**src/rtl/swar_pkg.sv**
```systemverilog
`timescale 1ns / 1ps
`default_nettype none

package swar_pkg;

    // model size
    localparam int ORDER      = 8;
    localparam int MAX_WINDOW = 1024;
    localparam int HIST_AW    = $clog2(MAX_WINDOW);

    // field and datapath widths
    localparam int WIN_W     = 11;
    localparam int SAMPLE_W  = 16;
    localparam int LAG_W     = 43;
    localparam int R_W       = 31;
    localparam int COEF_W    = 24;
    localparam int IDX_W     = 5;
    localparam int NUM_W     = 58;
    localparam int Q16       = 16;
    localparam int MAG_LIM_W = 30;
    localparam int SHIFT_W   = $clog2(LAG_W - MAG_LIM_W + 1);
    localparam int DIV_CW    = $clog2(NUM_W + 1);
    localparam int LAG_IW    = $clog2(ORDER + 1);
    localparam int COEF_IW   = (ORDER > 1) ? $clog2(ORDER) : 1;

    localparam logic [WIN_W-1:0] WIN_RESET = 11'd256;
    localparam logic [WIN_W-1:0] WIN_MIN   = 11'd2;
    localparam logic [WIN_W-1:0] WIN_MAX   = WIN_W'(MAX_WINDOW);

    // register index of the configuration port
    localparam logic REG_WINDOW = 1'b0;

    // sample word from front to back
    typedef struct packed {
        logic                       valid;
        logic signed [SAMPLE_W-1:0] sample;
    } swar_item_t;

    // back status seen by the front
    typedef struct packed {
        logic take;
        logic clearing;
    } swar_back_stat_t;

    // divider request and response
    typedef struct packed {
        logic             start;
        logic [NUM_W-1:0] mag;
        logic [R_W-1:0]   den;
    } swar_div_req_t;

    typedef struct packed {
        logic             done;
        logic [NUM_W-1:0] quo;
    } swar_div_rsp_t;

endpackage

`default_nettype wire

```
**src/rtl/swar_front.sv**
```systemverilog
`timescale 1ns / 1ps
`default_nettype none

module swar_front
    import swar_pkg::*;
(
    input  wire logic                       clk,
    input  wire logic                       rst_n,
    input  wire logic                       push,
    input  wire logic signed [SAMPLE_W-1:0] sample,
    output logic                            full,
    output swar_item_t                      item,
    input  wire swar_back_stat_t            stat
);

    logic signed [SAMPLE_W-1:0] buf_reg [2];
    logic [1:0]                 cnt_reg, cnt_next;
    logic                       wptr_reg, rptr_reg;
    logic                       wr, rd;

    // two-word sample queue, closed while the history is cleared
    assign full = (cnt_reg == 2'd2) || stat.clearing;
    assign wr   = push && !full;
    assign rd   = stat.take && (cnt_reg != 2'd0);

    assign item.valid  = (cnt_reg != 2'd0) && !stat.clearing;
    assign item.sample = buf_reg[rptr_reg];

    always_comb
    begin
        cnt_next = cnt_reg;
        case ({wr, rd})
            2'b10:   cnt_next = cnt_reg + 1'b1;
            2'b01:   cnt_next = cnt_reg - 1'b1;
            default: cnt_next = cnt_reg;
        endcase
    end

    always_ff @(posedge clk or negedge rst_n)
    begin
        if (!rst_n)
        begin
            cnt_reg  <= '0;
            wptr_reg <= 1'b0;
            rptr_reg <= 1'b0;
        end
        else
        begin
            cnt_reg <= cnt_next;
            if (wr)
            begin
                wptr_reg <= !wptr_reg;
            end
            if (rd)
            begin
                rptr_reg <= !rptr_reg;
            end
        end
    end

    always_ff @(posedge clk)
    begin
        if (wr)
        begin
            buf_reg[wptr_reg] <= sample;
        end
    end

endmodule

`default_nettype wire

```
**config.mk**
```make
export PLATFORM = sky130hd
export DESIGN_NAME = swar_front
export DESIGN_NICKNAME = d
export VERILOG_FILES = /design/src/rtl/swar_pkg.sv /design/src/rtl/swar_front.sv
export SDC_FILE = /design/constraint.sdc
export NUM_CORES = 1
export LEC_CHECK = 0
export BUFFER_PORTS_ARGS = -buffer_cell sky130_fd_sc_hd__buf_2
export CORE_AREA = 2 2 64 72
export DETAILED_ROUTE_END_ITERATION = 8
export DIE_AREA = 0 0 66 74
export GPL_TIMING_DRIVEN = 0
export PLACE_DENSITY = 0.52
export RECOVER_POWER = 25
export REMOVE_ABC_BUFFERS = 1
export SETUP_SLACK_MARGIN = 0.15
export SLEW_MARGIN = 40
export SYNTH_ARGS = -nofsm -noshare
export SYNTH_HDL_FRONTEND = slang
export SYNTH_SLANG_ARGS = --single-unit
```
**constraint.sdc**
```tcl
create_clock -name clk -period 2.1 [get_ports clk]
set_input_delay 0.42 -clock clk [delete_from_list [all_inputs] [get_ports clk]]
set_output_delay 0.42 -clock clk [all_outputs]
set_load 0.05 [all_outputs]
```
Yosys cells after proc, flatten, opt, wreduce, memory -nomap -nowiden
Memories as Yosys holds them, arrays and structs flattened.
Index checks and enable logic that the tools add are counted.
{ "op_classes": {"n_mux": 3, "addsub": 2, "eq_ne": 3, "n_reduce_logical": 10} }
{ "op_table": {"columns": ["operator", "n"], "rows": [
  ["equality test 2 bit (second input constant)", 2],
  ["logical NOT 1 bit", 4],
  ["one-hot mux 2 bit (2 select lines)", 1],
  ["nonzero test 2 bit", 2],
  ["logical AND 1 bit", 3],
  ["adder 2 x 1 -> 2 bit (second input constant)", 1],
  ["equality test 2 x 1 -> 1 bit (second input constant)", 1],
  ["two-way mux 1 bit", 2],
  ["subtractor 2 x 1 -> 2 bit (second input constant)", 1],
  ["logical OR 1 bit", 1]
]} }
{ "totals": {"ramBits": 32, "memories": 1, "input_bits": 21, "register_bits": 4} }
{ "memory_table": {"columns": ["name", "depth", "width", "read_ports", "rd_clocked_by_memory_dff", "write_ports", "line_no", "source"], "rows": [
  ["buf_reg", 2, 16, 1, 0, 1, "swar_front.sv:16", "logic signed [SAMPLE_W-1:0] buf_reg [2];"]
]} }

Longest topological paths before layout
Gate-level depths: netlist of run 1.
{ "logic_depth": {"ltp_word": 6, "mapped_depth": 6, "mapped_depth_nobuf": 6} }

Least setup slack after synthesis of run 1
No wires, ideal clock.
{ "synth_timing": {"kind": "register -> register", "from": "register cnt_reg[0]", "to": "memory buf_reg[1][0], enable pin", "period_less_slack_ps": 1761, "arrival_ps": 1372, "slack_ps": 339, "required_time_ps": 1711, "stages_incl_launch_ff": 4, "setup_ps": 389, "n_path_buf": 0, "cell_sequence": "dfrtp_1 nand2b_1 nand3b_4 nor2_1"} }
{ "synth_between": {"elab_chain_len": 6} }
{ "synth_lines": {"columns": ["item", "line_no", "source"], "rows": [
  ["start: declaration", "swar_front.sv:17", "logic [1:0] cnt_reg, cnt_next;"],
  ["start signal: assignment", "swar_front.sv:49", "cnt_reg <= cnt_next;"],
  ["equality test 2 bit", "swar_front.sv:22", "assign full = (cnt_reg == 2'd2) || stat.clearing;"],
  ["logical OR 1 bit", "swar_front.sv:22", null],
  ["logical NOT 1 bit", "swar_front.sv:23", "assign wr = push && !full;"],
  ["logical AND 1 bit", "swar_front.sv:23", null],
  ["two-way mux 1 bit", "swar_front.sv:63", "if (wr)"],
  ["two-way mux 1 bit (implied by the code)", "swar_front.sv:65", "buf_reg[wptr_reg] <= sample;"],
  ["end: declaration", "swar_front.sv:16", null]
]} }
Every way passes these cells.

==> metrics.md, run 1 <==
| Metric | Value |
|---|---|
| Clk_skew | `0.00317 ns` |
| Overall power | `2.45 mW` |
| Clock share of power | `18.2%` |
| Register area | `0.00106 mm2` |
| Yosys warns | `0` |
| Largest family of logic cells by synthesized area | `multiplexers` |
| Met1 GRT Util | `9.06%` |
| Finished Core Util | `42.0%` |
| Crit path arrival time | `1.47 ns` |
| Setup TNS | `0 ns` |
| Port bufs | `38` |
| Final Non-Filler Cells | `169` |
| Area share of and/or/nand/nor cells after synthesis | `4.21%` |
| Seq pwr share | `42.8%` |
| Starting density of the core | `34.0%` |
| Final period util | `90.2%` |
| Drc violations | `0` |
| H-tree Lvls | `2` |
| Switching share of power | `39.4%` |
| Clk root buf | `clkbuf_8` |
| RR Startpoint | `cnt_reg[0]` |
| Synth cell types | `14` |
| Busiest grt layer | `met2` |
| Mapped Cells | `70` |
| CP max FO | `17` |
| Unrepaired setup endpoints after global routing | `false` |
| Fillers | `400` |
| HPWL Detailed | `1450 um` |
| Leakage Power | `0.694 nW` |
| Clock Latency Late Sink | `0.28 ns` |
| Adder-Cell Fraction of Synth Area | `0.877%` |
| PnR worst setup slack | `0.207 ns` |
| #FFs+latches synth | `36` |
| Min-delay src | `sample[15]` |
| Psw | `0.964 mW` |
| Layout Nets | `136` |
| Max-slew violation count | `0` |
| Worst Reg2Reg Path Length in Cells | `3` |
| Mean post-synth cell area | `20.4 um2` |
| Die area | `0.00488 mm2` |
| Cell Chain, Critical Path | `mux2_2, buf_2` |
| Initial antenna violation count | `0` |
| Min Hold Slack | `0.331 ns` |
| 1st-pass router iterations | `4` |
| Synthesis-to-layout area growth | `23.5%` |
| Worst path bufs/invs | `1` |
| Placed insts | `160` |
| Top-Level Pins | `39` |
| Synthesized area | `0.00143 mm2` |
| Synth top area share | `67.4%` |
| Seq/Total Area, Yosys | `74.4%` |
| Slew @ Worst Pin | `0.502 ns` |
| FP Rows | `25` |
| Fin. Hold Viols | `0` |
| Total GRT Usage | `9.51%` |
| Cell family with most CP delay | `flip-flops` |
| DR WL/cell | `12.5 um` |
| XOR/XNOR Fraction of Synth Area | `3.07%` |
| First-pass GRT wire length | `3270 um` |
| HP Class | `input pin to register` |
| Area of the core | `0.00419 mm2` |
| Slew HR | `66.5%` |
| Slowest CP cell | `dfrtp_4` |
| Crit. End Element | `primary output` |
| Via Count | `718` |
| Area after DPL | `0.00167 mm2` |
| CTS tree | `yes` |
| Power per Cell Area | `1390 mW/mm2` |
| Overflow after GRT | `0` |
| CTS sink count | `36` |
| Routability Congestion | `0.619` |
| CTS clock-pin slew for the worst setup and hold paths | `0.06 ns` |
| Mux cell area share after synthesis | `15.0%` |
| Critical Path Start Type | `register` |
| # Post-CTS Setup Buffers | `0` |
| Crit Path Class | `register to primary output` |
| # diodes | `0` |
| Synth Area in Compound Gates | `0%` |
| Die Width | `66 um` |
| Combinational share of power | `39.0%` |
| Met2 Track Usage GR | `17.1%` |
| Status | `finished, final reports clean` |
| CP max stage delay | `0.61 ns` |
| FF-to-FF setup slack | `0.57 ns` |
| Max cap viols | `0` |
| Final WL | `2110 um` |
| VDD IR max | `0.632 mV` |
| Number of DRC markers in iteration 0 | `21` |
| Die Ht | `74 um` |
| Finished Cell Area | `0.00176 mm2` |
| Synth area leaders | `edfxtp_1 67%, mux2_4 9.5%, dfrtp_1 7.0%` |
| FMAX | `0.528 GHz` |
| Post-synth top area cell | `edfxtp_1` |
| Via density | `4.25` |
| # setup viols final | `0` |
| Post-route ant nets | `0` |
| Global-route met3 utilization | `4.99%` |
| Fin crit period | `1.89 ns` |
| Vias in the first global route | `732` |
| End of the worst register-to-register path | `buf_reg[1][6]` |
| Largest net degree at the start of global routing | `18` |
| Critical Path RT | `1.68 ns` |
| Multi-input logic area | `345 um2` |
| Max reg flops | `32` |
| Share of layout cells above drive strength 1 | `55.7%` |
| Hold depth | `1` |
| CTS Buf Count | `5` |
| Hold Path End | `buf_reg[0][15]` |
| Internal power | `1.49 mW` |
| DP Worst Slack | `0.401 ns` |
| Maximum root-to-sink buffer count | `2` |
-- how the worst max path moves through the flow --
stage                     from              to  slack [ns]  cells past startpoint
finish                rptr_reg        item[15]        0.21                      2
detailed placement    rptr_reg        item[11]        0.40                      2
global placement       stat[0]  buf_reg[1][10]       -0.12                      3
global route          rptr_reg        item[15]        0.15                      2
CTS                   rptr_reg        item[15]        0.18                      2
floorplan           cnt_reg[0]   buf_reg[1][0]        0.34                      3
-- synth_stat cells, drive strengths merged --
| cell | number |
|---|---|
| edfxtp | 32 |
| mux2 | 16 |
| nor2 | 5 |
| dfrtp | 4 |
| xnor2 | 3 |
| buf | 2 |
| nand2b | 2 |
| xor2 | 2 |
| and2b | 1 |
| ha | 1 |
| inv | 1 |
| nand3b | 1 |
-- placed cells by master, fill, tap and decap left out, drive strengths merged --
| cell | count |
|---|---|
| nand2b | 2 |
| buf | 38 |
| inv | 1 |
| dfrtp | 4 |
| clkbuf | 7 |
| xnor2 | 3 |
| ha | 1 |
| and2b | 1 |
| nand3b | 1 |
| dlygate4sd3 | 1 |
| edfxtp | 32 |
| mux2 | 16 |
| clkinv | 1 |
| nor2 | 5 |
| xor2 | 2 |
-- cells by family after synthesis --
kind of cell | count (synthesis)
xor+xnor | 5
simple gates | 9
flops | 36
mux | 16
fa+ha+maj | 1
buf+inv | 3
-- layout make-up --
class | instances | share of cell area (%)
Timing Repair Buffer | 39 | 11.4
Inverter | 1 | 0.213
Sequential cell | 36 | 60.4
Multi-Input combinational cell | 31 | 19.6
Tap cell | 54 | 3.84
Clock buffer | 7 | 4.33
Clock inverter | 1 | 0.213
-- power groups by stage --
stage | Combinational, mW | Sequential (mW) | Clock (mW)
3_5_place_dp | 0.969 | 1.06 | 0
4_1_cts | 0.969 | 1.05 | 0.469
3_3_place_gp | 0.955 | 1.05 | 0
2_1_floorplan | 0.797 | 1.02 | 0
6_report | 0.956 | 1.05 | 0.445
5_1_grt | 1.01 | 1.07 | 0.494
-- metal layers --
layer	vias up	routed length, um
li1	345	-
met3	5	173
met2	25	1120
met1	343	783
met5	-	0
met4	0	34
-- repair_timing --
action,CTS,global route
endpoints found under the hold margin,4,0
hold buffers,1,0
endpoints found under the setup margin,16,0
gates resized for setup,1,0
Power figures use the tool's default switching activity.
==> inputs of run 2 (changes only) <==
==> constraint.sdc (replaced) <==
create_clock -name clk -period 2.3 [get_ports clk]
set_input_delay 0.46 -clock clk [delete_from_list [all_inputs] [get_ports clk]]
set_output_delay 0.46 -clock clk [all_outputs]
set_load 0.05 [all_outputs]
==> metrics.md, run 2 (same netlist as run 1, synthesis figures left out) <==
| Metric | Value |
|---|---|
| Status | `finished, final reports clean` |
| 1st-pass router iterations | `3` |
| CP max FO | `17` |
| Leakage Power | `0.694 nW` |
| Multi-input logic area | `345 um2` |
| Via density | `4.22` |
| Switching share of power | `39.4%` |
| Crit path arrival time | `1.56 ns` |
| Max cap viols | `0` |
| Drc violations | `0` |
| Vias in the first global route | `732` |
| DP Worst Slack | `0.561 ns` |
| Slew HR | `66.3%` |
| Psw | `0.878 mW` |
| Post-cts sizing count | `0` |
| Crit. End Element | `primary output` |
| Max-slew violation count | `0` |
| Clk_skew | `0.00202 ns` |
| Cell Chain, Critical Path | `mux2_2, buf_2` |
| CTS tree | `yes` |
| Port bufs | `38` |
| Fillers | `401` |
| Seq pwr share | `42.7%` |
| Initial antenna violation count | `0` |
| CTS clock-pin slew for the worst setup and hold paths | `0.06 ns` |
| CP max stage delay | `0.68 ns` |
| Register area | `0.00106 mm2` |
| Most frequent cells in the layout | `38 x buf_2, 32 x edfxtp_1, 9 x mux2_4` |
| Via Count | `713` |
| Overflow after GRT | `0` |
| Clock share of power | `18.1%` |
| HP Class | `input pin to register` |
| Critical Path RT | `1.84 ns` |
| Largest net degree at the start of global routing | `18` |
| Post-route ant nets | `0` |
| Synthesis-to-layout area growth | `23.3%` |
| # setup viols final | `0` |
| Finished Core Util | `42.0%` |
| FP Rows | `25` |
| Die Ht | `74 um` |
| Slew @ Worst Pin | `0.504 ns` |
| Met2 Track Usage GR | `17.1%` |
| Clock Latency Late Sink | `0.27 ns` |
| Final period util | `87.7%` |
| Unrepaired setup endpoints after global routing | `false` |
| Max reg flops | `32` |
| Final WL | `2110 um` |
| Fin crit period | `2.02 ns` |
| Crit Path Class | `register to primary output` |
| Share of layout cells above drive strength 1 | `55.7%` |
| HPWL Detailed | `1450 um` |
| Top-Level Pins | `39` |
| Fin. Hold Viols | `0` |
| Die area | `0.00488 mm2` |
| Global-route met3 utilization | `4.99%` |
| # diodes | `0` |
| Met1 GRT Util | `9.06%` |
| Slowest CP cell | `dfrtp_2` |
| Commonest non-fill, non-tap cell in the layout | `buf_2` |
| Combinational share of power | `39.2%` |
| Critical Path Start Type | `register` |
| FMAX | `0.496 GHz` |
| DR WL/cell | `12.5 um` |
| First-pass GRT wire length | `3270 um` |
| Power per Cell Area | `1270 mW/mm2` |
| Routability Congestion | `0.619` |
| Layout Nets | `136` |
| Starting density of the core | `34.0%` |
| Area of the core | `0.00419 mm2` |
| CTS Buf Count | `5` |
| Maximum root-to-sink buffer count | `2` |
| Clk root buf | `clkbuf_8` |
| Total GRT Usage | `9.51%` |
| Internal power | `1.35 mW` |
| VDD IR max | `0.577 mV` |
| CTS sink count | `36` |
| Setup TNS | `0 ns` |
| PnR worst setup slack | `0.282 ns` |
| Busiest grt layer | `met2` |
| Die Width | `66 um` |
| H-tree Lvls | `2` |
| Number of DRC markers in iteration 0 | `21` |
-- run 2: path summary, 6_finish.rpt --
kind / slack, ns / to / cells after the start / startpoint
worst max-delay path: 0.28 / item[15] / 2 / rptr_reg
worst min-delay path: 0.37 / buf_reg[0][15] / 1 / sample[15]
worst max register to register: 0.77 / buf_reg[1][6] / 3 / cnt_reg[0]
worst min register to register: 0.51 / cnt_reg[1] / 1 / cnt_reg[1]
max in group asynchronous: 1.66 / rptr_reg / 2 / rst_n
min in group asynchronous: 0.51 / cnt_reg[1] / 2 / rst_n
-- run 2: area by class of cell --
| type | instances | share of cell area [%] |
|---|---|---|
| sequential | 36 | 60.4 |
| inverter | 1 | 0.213 |
| timing repair buffer | 39 | 11.4 |
| clock buffer | 7 | 4.34 |
| clock inverter | 1 | 0.213 |
| tap | 54 | 3.84 |
| multi-input combinational | 31 | 19.6 |
-- run 2: metrics by stage --
| stage | instances | area, um2 | hold slack [ns] | total power [mW] |
|---|---|---|---|---|
| after global routing | 169 | 1760 | 0.356 | 2.35 |
| final | 169 | 1760 | 0.372 | 2.23 |
| after global placement | 160 | 1650 | 0.269 | 1.83 |
| after floorplan | 68 | 1400 | 0.164 | 1.66 |
| after CTS | 169 | 1760 | 0.359 | 2.27 |
| after detailed placement | 160 | 1670 | 0.275 | 1.85 |
-- run 2: timing repair --
item                                   CTS  global route
endpoints found under the hold margin    4             0
hold buffers                             1             0
buffers inserted                         0             0
-- run 2: power by group through the flow --
stage                     Combinational (mW)  Sequential, mW  Clock (mW)
after floorplan                        0.728           0.932           0
after global placement                 0.872           0.960           0
after detailed placement               0.885           0.970           0
after CTS                              0.886           0.958       0.428
after global routing                   0.925           0.972       0.451
final                                  0.873           0.953       0.404
-- run 2: routing by layer --
layer / up-vias / wire, um
li1: 346 / -
met4: 0 / 25
met3: 4 / 157
met5: - / 0
met2: 25 / 1160
met1: 338 / 774
-- run 2: worst max-delay path, delay by kind of cell, from the launching register on --
family,cells,cell delay [ns]
flops,1,0.68
buf+inv,1,0.21
mux,1,0.39
==> inputs of run 3 (changes only) <==
--- a/config.mk
+++ b/config.mk
@@ -7,9 +7,9 @@
 export LEC_CHECK = 0
 export BUFFER_PORTS_ARGS = -buffer_cell sky130_fd_sc_hd__buf_2
 export CORE_AREA = 2 2 64 72
+export CTS_BUF_LIST = sky130_fd_sc_hd__clkbuf_8
 export DETAILED_ROUTE_END_ITERATION = 8
 export DIE_AREA = 0 0 66 74
-export GPL_TIMING_DRIVEN = 0
 export PLACE_DENSITY = 0.52
 export RECOVER_POWER = 25
 export REMOVE_ABC_BUFFERS = 1
==> metrics.md, run 3 (same netlist as run 1, synthesis figures left out) <==
| Metric | Value |
|---|---|
| Final Non-Filler Cells | `172` |
| FMAX | `0.506 GHz` |
| Critical Path Start Type | `register` |
| VDD IR max | `0.489 mV` |
| Leakage Power | `0.713 nW` |
| Worst Reg2Reg Path Length in Cells | `4` |
| Power per Cell Area | `1320 mW/mm2` |
| CTS sink count | `36` |
| Internal power | `1.47 mW` |
| Clk_skew | `0.00390 ns` |
| Max cap viols | `0` |
| Slew HR | `73.9%` |
| Largest net degree at the start of global routing | `17` |
| Status | `finished, final reports clean` |
| Crit. End Element | `primary output` |
| # diodes | `0` |
| Psw | `0.897 mW` |
| Layout Nets | `139` |
| First-pass GRT wire length | `3460 um` |
| Fin crit period | `1.97 ns` |
| # Post-CTS Setup Buffers | `0` |
| Routability Congestion | `0.610` |
| Die Ht | `74 um` |
| Overall power | `2.37 mW` |
| Share of layout cells above drive strength 1 | `55.1%` |
| Placed insts | `163` |
| CP endpoint | `item[11]` |
| CTS tree | `yes` |
| Post-route ant nets | `0` |
| HPWL Detailed | `1530 um` |
| Most frequent cells in the layout | `34 x buf_2, 32 x edfxtp_1, 9 x mux2_4` |
| Crit path arrival time | `1.51 ns` |
| FF-to-FF setup slack | `0.67 ns` |
| 1st-pass router iterations | `4` |
| Fin. Hold Viols | `0` |
| CTS Buf Count | `5` |
| Max reg flops | `32` |
| Commonest non-fill, non-tap cell in the layout | `buf_2` |
| FP Rows | `25` |
| Die area | `0.00488 mm2` |
| Critical Path RT | `1.84 ns` |
| Drc violations | `0` |
| Overflow after GRT | `0` |
| # setup viols final | `0` |
| Via Count | `741` |
| Initial antenna violation count | `0` |
| Unrepaired setup endpoints after global routing | `false` |
| Crit Path Class | `register to primary output` |
| Maximum root-to-sink buffer count | `2` |
| H-tree Lvls | `2` |
| Via density | `4.31` |
| Vias in the first global route | `738` |
| Hold depth | `1` |
| Clock Latency Late Sink | `0.28 ns` |
| RR Startpoint | `cnt_reg[0]` |
| Synthesis-to-layout area growth | `26.0%` |
| Setup TNS | `0 ns` |
| Clk root buf | `clkbuf_8` |
| Top-Level Pins | `39` |
| Seq pwr share | `37.1%` |
| HP Class | `input pin to register` |
| Max-slew violation count | `0` |
| Number of DRC markers in iteration 0 | `18` |
| CP max FO | `16` |
| DR WL/cell | `13.0 um` |
| Post-cts sizing count | `0` |
| Combinational share of power | `40.3%` |
| Switching share of power | `37.8%` |
| End of the worst register-to-register path | `buf_reg[1][4]` |
| CTS clock-pin slew for the worst setup and hold paths | `0.07 ns` |
| Port bufs | `38` |
| Min-delay src | `sample[5]` |
| Final WL | `2240 um` |
| Total GRT Usage | `10.1%` |
| Starting density of the core | `34.0%` |
| Finished Core Util | `42.9%` |
| Area of the core | `0.00419 mm2` |
| Crit path launch | `rptr_reg` |
| Clock share of power | `22.6%` |
| Final period util | `85.9%` |
| Die Width | `66 um` |
| Slew @ Worst Pin | `0.391 ns` |
==> run 3: cell count changes in the layout (fill, tap and decap cells not counted), moves of 2 or more <==
cell and change:
buf_4 +3, nor2_2 +2, buf_2 -4, nor2_4 -2, clkbuf_1 +2
==> run 3: critical path: stages, from the launching register on <==
cell	delay, ns
dfrtp_1	0.37
buf_4	0.29
mux2_2	0.37
buf_2	0.21
==> run 3: timing repair <==
action,in CTS,in global routing
hold endpoints to repair,4,0
hold buffers,1,0
setup endpoints to repair,0,0
==> run 3: worst min-delay path by stage <==
stage                    end
6_report       buf_reg[0][5]
5_1_grt        buf_reg[0][5]
3_3_place_gp      cnt_reg[0]
4_1_cts        buf_reg[0][5]
2_1_floorplan     cnt_reg[0]
3_5_place_dp      cnt_reg[0]
==> run 3: routing by layer <==
metal | track usage (%) | up-vias | part of all wire [%] | routed length [um]
met5 | 0 | - | 0 | 0
met3 | 4.08 | 6 | 7.9 | 176
met2 | 17.1 | 29 | 52 | 1170
met4 | 5.44 | 0 | 2.2 | 50
li1 | - | 352 | - | -
met1 | 10.9 | 354 | 37 | 835
==> run 3: area by class of cell <==
type / count / area, um2
clock inverters: 3 / 42.5
multi-input cells: 31 / 335
flip-flops and latches: 36 / 1060
fillers: 409 / 2390
repair buffers: 42 / 218
well taps: 54 / 67.6
inverters: 1 / 3.75
clock buffers: 5 / 68.8
==> run 3: power groups by stage <==
stage	registers (mW)	clock network [mW]	logic, mW
after floorplan	0.932	0	0.728
after global placement	0.890	0	0.964
after detailed placement	0.896	0	0.968
after CTS	0.884	0.558	0.974
after global routing	0.895	0.585	1.02
final	0.881	0.536	0.955
==> run 3: per-stage QoR <==
| stage | setup slack (ns) | cell area, um2 | hold WS [ns] |
|---|---|---|---|
| after CTS | 0.284 | 1800 | 0.351 |
| after floorplan | 0.539 | 1400 | 0.164 |
| after global routing | 0.236 | 1800 | 0.346 |
| after global placement | 0.622 | 1680 | 0.269 |
| after detailed placement | 0.589 | 1680 | 0.271 |
| final | 0.325 | 1800 | 0.362 |
